`config.mk`:
```
export PLATFORM = sky130hd
export DESIGN_NAME = ritp_ctrl
export DESIGN_NICKNAME = d
export VERILOG_FILES = /design/src/rtl/core/ritp_pkg.sv /design/src/rtl/core/ritp_ctrl.sv
export SDC_FILE = /design/constraint.sdc
export NUM_CORES = 1
export LEC_CHECK = 0
export BUFFER_PORTS_ARGS = -buffer_cell sky130_fd_sc_hd__buf_2
export CORE_AREA = 3 3 40 42
export DETAILED_ROUTE_END_ITERATION = 10
export DIE_AREA = 0 0 43 45
export GPL_TIMING_DRIVEN = 0
export REMOVE_ABC_BUFFERS = 1
export SLEW_MARGIN = 10
export SYNTH_ARGS = -nofsm -noshare
export SYNTH_HDL_FRONTEND = slang
export SYNTH_SLANG_ARGS = --single-unit
export TNS_END_PERCENT = 50
```
`constraint.sdc`:
```
create_clock -name clk -period 2.2 [get_ports clk]
set_clock_uncertainty 0.05 [all_clocks]
set_input_delay 0.55 -clock clk [delete_from_list [all_inputs] [get_ports clk]]
set_output_delay 0.55 -clock clk [all_outputs]
set_load 0.01 [all_outputs]
```
`src/rtl/core/ritp_pkg.sv`:
```
`timescale 1ns / 1ps

package ritp_pkg;

	// Item kinds.
	localparam logic KIND_PREDICT = 1'b0;
	localparam logic KIND_UPDATE  = 1'b1;

	// Branch classes; code seven behaves like "other".
	localparam logic [2:0] CLS_CONDITIONAL   = 3'd0;
	localparam logic [2:0] CLS_DIRECT_CALL   = 3'd2;
	localparam logic [2:0] CLS_INDIRECT      = 3'd3;
	localparam logic [2:0] CLS_INDIRECT_CALL = 3'd4;
	localparam logic [2:0] CLS_RETURN        = 3'd5;

	// Address and call size widths.
	localparam int ADDR_W = 64;
	localparam int SIZE_W = 4;

	// Largest call size that is learned, and the size after reset.
	localparam logic [ADDR_W-1:0] MAX_LEARNED_SIZE = 64'd10;
	localparam logic [SIZE_W-1:0] RESET_CALL_SIZE  = 4'd4;

	// Commands from the controller to the datapath.
	typedef struct packed {
		logic clear;
		logic capture;
		logic issue;
		logic lookup;
		logic emit;
		logic learn;
	} ritp_cmd_t;

	// Status from the datapath to the controller.
	typedef struct packed {
		logic clr_last;
		logic is_predict;
		logic out_free;
	} ritp_status_t;

endpackage

```
`src/rtl/core/ritp_ctrl.sv`:
```
`timescale 1ns / 1ps

module ritp_ctrl import ritp_pkg::*; (
	input  logic         clk,
	input  logic         arst_n,
	input  logic         in_valid,
	output logic         in_ready,
	input  ritp_status_t status,
	output ritp_cmd_t    cmd
);

	localparam logic [2:0] ST_CLEAR = 3'd0;
	localparam logic [2:0] ST_IDLE  = 3'd1;
	localparam logic [2:0] ST_RD1   = 3'd2;
	localparam logic [2:0] ST_RD2   = 3'd3;
	localparam logic [2:0] ST_EXEC  = 3'd4;

	logic [2:0] state_q;
	logic [2:0] state_d;

	// Next state and command decode.
	always_comb begin
		state_d  = state_q;
		cmd      = '0;
		in_ready = 1'b0;
		unique case (state_q)
			ST_CLEAR: begin
				cmd.clear = 1'b1;
				if (status.clr_last) begin
					state_d = ST_IDLE;
				end
			end
			ST_IDLE: begin
				in_ready = 1'b1;
				if (in_valid) begin
					cmd.capture = 1'b1;
					state_d     = ST_RD1;
				end
			end
			ST_RD1: begin
				cmd.issue = 1'b1;
				state_d   = ST_RD2;
			end
			ST_RD2: begin
				cmd.lookup = 1'b1;
				state_d    = ST_EXEC;
			end
			ST_EXEC: begin
				if (status.is_predict) begin
					if (status.out_free) begin
						cmd.emit = 1'b1;
						state_d  = ST_IDLE;
					end
				end else begin
					cmd.learn = 1'b1;
					state_d   = ST_IDLE;
				end
			end
			default: begin
				state_d = ST_IDLE;
			end
		endcase
	end

	// State register; reset starts the table clearing pass.
	always_ff @(posedge clk or negedge arst_n) begin
		if (!arst_n) begin
			state_q <= ST_CLEAR;
		end else begin
			state_q <= state_d;
		end
	end

endmodule

```
# == After elaboration in Yosys (flattened, before gate mapping) ==
# Index checks and enable logic that the tools add are counted.
# classes
eq_ne,7
muxes,15
reduce_logical,2
# ops
cell,count
3-bit case mux with 5 select lines,1
3-bit 2-to-1 mux,4
1-bit 2-to-1 mux,9
"3-bit by 2-bit equality test with 1-bit output, second input constant",2
"2-bit != test, second input constant",2
"3-bit by 1-bit equality test with 1-bit output, second input constant",1
"3-bit equality test, second input constant",1
3-bit zero test,1
"3-bit != test, second input constant",1
3-bit AND reduction,1
2-bit 2-to-1 mux,1
# word_totals
wordCells,25
ff_bits,3
out_inout_bits,7
input_bits,6

# == Longest topological paths before layout ==
# Gate-level depths: netlist of run 1.
# logic_depth
depth_word,3
ltp_mapped,4
mapped_depth_nobuf,3

# == Worst setup path after synthesis of run 1 ==
# No wires, ideal clock.
# synth_path
path_kind,input to output
start,input status[1] in the netlist's numbering
end,output cmd[0] in the netlist's numbering
path_buffers,0
t_arrival_ns,0.988
path_stages,1
path_slack_ns,0.612
cell_sequence,nor4b_1
# synth_via
elab_chain_cells,2
# synth_lines
item,line_no,rtl
start: declaration,ritp_ctrl.sv:8,"input ritp_status_t status,"
1-bit 2-to-1 mux,ritp_ctrl.sv:49,if (status.is_predict) begin
2-bit 2-to-1 mux,ritp_ctrl.sv:26,unique case (state_q)
end: declaration,ritp_ctrl.sv:9,output ritp_cmd_t cmd
# Every way passes these cells.

==> metrics.txt, run 1 <==
Detail Placement HPWL 374.3 um; top post-synthesis cells by area dfrtp_1 35%, nand4bb_4 13%, buf_6 5.2%; setup TNS 0 ns; CTS Sinks 3; clk buf depth 2; synthesis-to-finish area growth 43.35%; crit path max fanout 10; Mapped Cells 22; gr usage total 6.616%; Routed Antenna Nets 0; share of cells above drive strength 1 approximately 49%; fmax between 0.5 and 0.6 GHz; pin count of the biggest net entering global routing 11; vias in the first global route 194; via count 210; diode count 0; max-slew violations 0; fin nets between 40 and 50; GP Congestion 0.6662; final setup margin 0.4138 ns; Starting DRT DRC Count 3; clk slew on worst S/H paths 0.04 ns; Setup Fix Bufs, Post-CTS 0; maxcap violations 0; top flop regs state_q: 3 flops; post-synth cell types 16; dpl ws 0.5374 ns; final hold slack 0.05132 ns; maximum VDD drop 0.0005198 V; hold-fix buffers at CTS 0; Worst EP required 1.60 ns; final WL 493 um; endpoints failing setup 0; htree depth 1; Seq cells post-synth 3; Leak 0.1628 nW; io pins 13; I/O Buffers 12; Max-slew headroom roughly 82%; RSZ-0062 raised after global routing false; final core utilization 24.15%; top-area cell type share of the netlist area 34.68%; synth warn 0; core region area roughly 1300 sq um; register area 75.07 sq um; status completed; CP endpoint kind output pin; Root Driver clkbuf_4; starting density of the core 16.85%; Seq/Total Area, Yosys 34.68%; FF-to-FF path depth 3; DIE AREA 1935 sq um; Reg with most FFs state_q; multi-input logic area 122.6 sq um; period utilisation layout 81.19%; Avg Inst Size Synth 9.839 sq um; initial antenna violation count 0; per-cell routed wire length ~9.5 um; Vias/cell 4.038; Least-Margin Pin Slew 0.2695 ns; first-pass GRT wire length between 800 and 900 um; Clock Latency Late Sink 0.23 ns; CP Class reg2out; CP Launch Type register; width of the die 43 um; cts repair resizes 0; drt pass-1 iters 3; largest area contributor in the netlist dfrtp_1; Fin. Hold Viols 0; synthesized area 216.5 sq um; min Tclk post-route around 1.8 ns; min-delay worst type in2async; CP arrival 1.19 ns; pwr/cell area ~1400 nW/um^2; global route overflow 0; CTS tree yes; FP Rows 13; TritonCTS buffer count 3; max reg flops 3; most frequent cells in the layout 12 x buf_2, 3 x nor2_1, 3 x clkbuf_4, 3 x dfrtp_1; DR DRC count 0; Fillers 148; Die Span Y 45 um; most common cell after layout, fill and taps aside buf_2
-- stage by stage --
stage | power (mW) | cells | instance area (sq um)
after detailed placement | 0.3331 | 48 | 284.0
final | 0.4267 | 52 | 310.3
after floorplan | 0.2591 | 21 | 205.2
after global placement | 0.3324 | 48 | 284.0
after global routing | 0.4683 | 52 | 310.3
after CTS | 0.4352 | 52 | 310.3
-- Yosys cell counts --
master     number
and3_1          1
and3b_1         1
buf_6           1
dfrtp_1         3
inv_1           2
mux2_2          1
nand2_1         2
nand4bb_4       1
nor2_1          3
nor3_1          1
nor3b_1         1
nor4b_1         1
o21ai_1         1
o21ba_2         1
o21bai_1        1
o22ai_1         1
-- per-layer routing --
layer,global-route usage (%),vias up,part of all wire (%)
met3,2.789,0,6.5
li1,-,107,-
met2,7.784,7,46
met1,6.863,96,47
met4,10.84,0,0
met5,0,-,0
-- worst max-delay path, cell delays in order (launching register included) --
cell and delay [ns]:
dfrtp_1 0.46, nand4bb_4 0.27, nor2_1 0.09, buf_2 0.13
-- cells by family after synthesis --
| kind of cell | synth area share (%) |
|---|---|
| buf+inv | 8.671 |
| mux | 5.202 |
| simple gates | 38.16 |
| flops | 34.68 |
| compound gates | 13.30 |
-- path summary, 6_finish.rpt --
kind / slack (ns) / from / to
worst max-delay path: 0.41 / state_q[0] / cmd[1]
worst min-delay path: 0.05 / arst_n / state_q[0]
worst max register to register: 1.02 / state_q[0] / state_q[0]
worst min register to register: 0.56 / state_q[2] / state_q[1]
max in group asynchronous: 1.95 / arst_n / state_q[1]
min in group clk: 0.47 / in_valid / state_q[0]
-- where the power goes --
part	switching, mW	internal, mW
combinational	0.0823	0.111
clock	0.0299	0.0681
sequential	0.0549	0.0807
total	0.167	0.260
-- cell type report --
| class | count | area share [%] |
|---|---|---|
| Clock buffer | 4 | 8.468 |
| Inverter | 2 | 2.419 |
| Timing Repair Buffer | 12 | 19.35 |
| Multi-Input combinational cell | 16 | 39.52 |
| Sequential cell | 3 | 24.19 |
| Tap cell | 15 | 6.048 |
No activity file was read; power rests on OpenSTA's default activity.
==> run 2, diff against run 1 <==
==> constraint.sdc (replaced) <==
create_clock -name clk -period 1.7 [get_ports clk]
set_clock_uncertainty 0.05 [all_clocks]
set_input_delay 0.425 -clock clk [delete_from_list [all_inputs] [get_ports clk]]
set_output_delay 0.425 -clock clk [all_outputs]
set_load 0.01 [all_outputs]
==> run 2 against run 1 <==
Sequential power increased by 28%. Clock power increased by 30%. Highest routed layer unchanged. Largest power group unchanged. Clock-buffer cell count unchanged. Total power increased by 35%. Largest cell class unchanged.
==> metrics.txt, run 2 (synthesis gave the netlist of run 1 again) <==
maxcap violations 0 (unchanged); width of the die 43 um (unchanged); final setup margin 0.07425 ns (-0.3396 ns); share of cells above drive strength 1 51.28% (+2.6 points); global route overflow 0 (unchanged); Detail Placement HPWL 374.3 um (unchanged); max reg flops 3 (unchanged); htree depth 1 (unchanged); WP depth 2 (-1); worst r2r src state_q[0]; fmax 0.6151 GHz; starting density of the core 16.85% (unchanged); Vias/cell 4.000 (-0.95%); FP Rows 13 (unchanged); dpl ws 0.2769 ns (-0.2605 ns); clk slew on worst S/H paths 0.04 ns (about the same); Max-slew headroom 81.43% (-0.61 points); CP Class reg2out; Buf/Inv on CP 1 (unchanged); period utilisation layout between 90% and 100%; status completed; hold depth 2; CTS Sinks 3 (unchanged); I/O Buffers 12 (unchanged); io pins 13 (unchanged); drt pass-1 iters 3 (unchanged); Crit-path slowest cell dfrtp_1; min-delay worst type in2reg; synthesis-to-finish area growth 52.02%; RSZ-0062 raised after global routing false; Routed Antenna Nets 0 (unchanged); Fin. Hold Viols 0 (unchanged); Pwr Total 0.5762 mW (+35%); Least-Margin Pin Slew 0.2786 ns (+0.009112 ns); core region area 1285 sq um (unchanged); crit path max fanout 8 (-2); clk buf depth 2 (unchanged); TritonCTS buffer count 3 (unchanged); Reg with most FFs state_q; gr usage total 6.616% (unchanged); pwr/cell area 1751 nW/um^2 (+27%); Worst EP required 1.22 ns (-0.38 ns); maximum VDD drop 0.0006759 V (+30%); DR DRC count 0 (unchanged); min Tclk post-route 1.626 ns; Hold Startpoint in_valid; CP max stage delay 0.45 ns (about the same); endpoints failing setup 0 (unchanged); fin nets 46 (+4.5%); setup TNS 0 ns (unchanged); pin count of the biggest net entering global routing 11 (unchanged); final WL 506 um (+2.6%); via count 216 (+2.9%); per-cell routed wire length 9.370 um (-1.2%); GP Congestion 0.6662 (unchanged); initial antenna violation count 0 (unchanged); max-slew violations 0 (unchanged); final core utilization 25.61% (+1.5 points); critical path's top delay family flip-flops; CTS tree yes; CP arrival 1.15 ns (-0.04 ns); diode count 0 (unchanged); DIE AREA 1935 sq um (unchanged); CP Launch Type register; Die Span Y 45 um (unchanged); Fillers 149 (+0.68%); Clock Latency Late Sink 0.23 ns (about the same); most frequent cells in the layout 12 x buf_2, 3 x nor2_1, 3 x clkbuf_4; top flop regs state_q: 3 flops; Starting DRT DRC Count 3 (unchanged); first-pass GRT wire length 828 um (+0.85%); vias in the first global route 200 (+3.1%); Leak 0.1708 nW (+4.9%); Root Driver clkbuf_4; FF-to-FF path depth 3 (unchanged); worst setup path start state_q[1]; crit-path cells nor4b_1 -> buf_2; most common cell after layout, fill and taps aside buf_2; CP endpoint kind output pin
-- run 2: changes by cell type in the layout (fill, tap and decap cells not counted) --
cell	before	now
buf_4	0	1
dfrtp_1	3	2
dfrtp_2	0	1
dlygate4sd3_1	0	1
-- run 2: area by class of cell --
class / instances / area [sq um] / share of cell area [%]
clock buffers: 4 / 26.28 / 7.985
inverters: 2 / 7.507 / 2.281
multi-input cells: 16 / 122.6 / 37.26
flip-flops and latches: 3 / 76.32 / 23.19
well taps: 15 / 18.77 / 5.703
repair buffers: 14 / 77.57 / 23.57
-- run 2: final timing paths --
path	to	slack, ns
max	cmd[0]	0.07
max reg2reg	state_q[0]	0.56
min reg2reg	state_q[1]	0.56
min in group asynchronous	state_q[1]	0.47
max in group asynchronous	state_q[0]	1.02
min	state_q[0]	0.34
-- run 2: repair_timing --
item                       CTS  global route
hold endpoints to repair     3             0
setup buffers                0             1
gates resized for setup      0             1
setup endpoints to repair    0             1
hold buffers                 1             0
-- run 2: where the power goes --
group          total [mW]  switching, mW  internal (mW)  leakage, nW
clock network       0.127         0.0388         0.0881       0.0150
logic               0.275          0.116          0.160        0.119
registers           0.174         0.0670          0.107       0.0369
total               0.576          0.221          0.355        0.171
-- run 2: per-stage QoR --
| step | cells | instance area, sq um | hold slack [ns] |
|---|---|---|---|
| after floorplan | 21 | 205.2 | 0.07941 |
| after global placement | 48 | 284.0 | 0.1718 |
| after detailed placement | 48 | 284.0 | 0.1712 |
| after CTS | 53 | 320.3 | 0.3431 |
| after global routing | 54 | 329.1 | 0.3692 |
| final | 54 | 329.1 | 0.3395 |
-- run 2: metal layers --
| layer | vias up | GRT usage, % | routed length (um) |
|---|---|---|---|
| met5 | - | 0 | 0 |
| met4 | 0 | 10.84 | 0 |
| met3 | 0 | 2.789 | 32 |
| met2 | 7 | 7.784 | 223 |
| met1 | 98 | 6.863 | 249 |
| li1 | 111 | - | - |
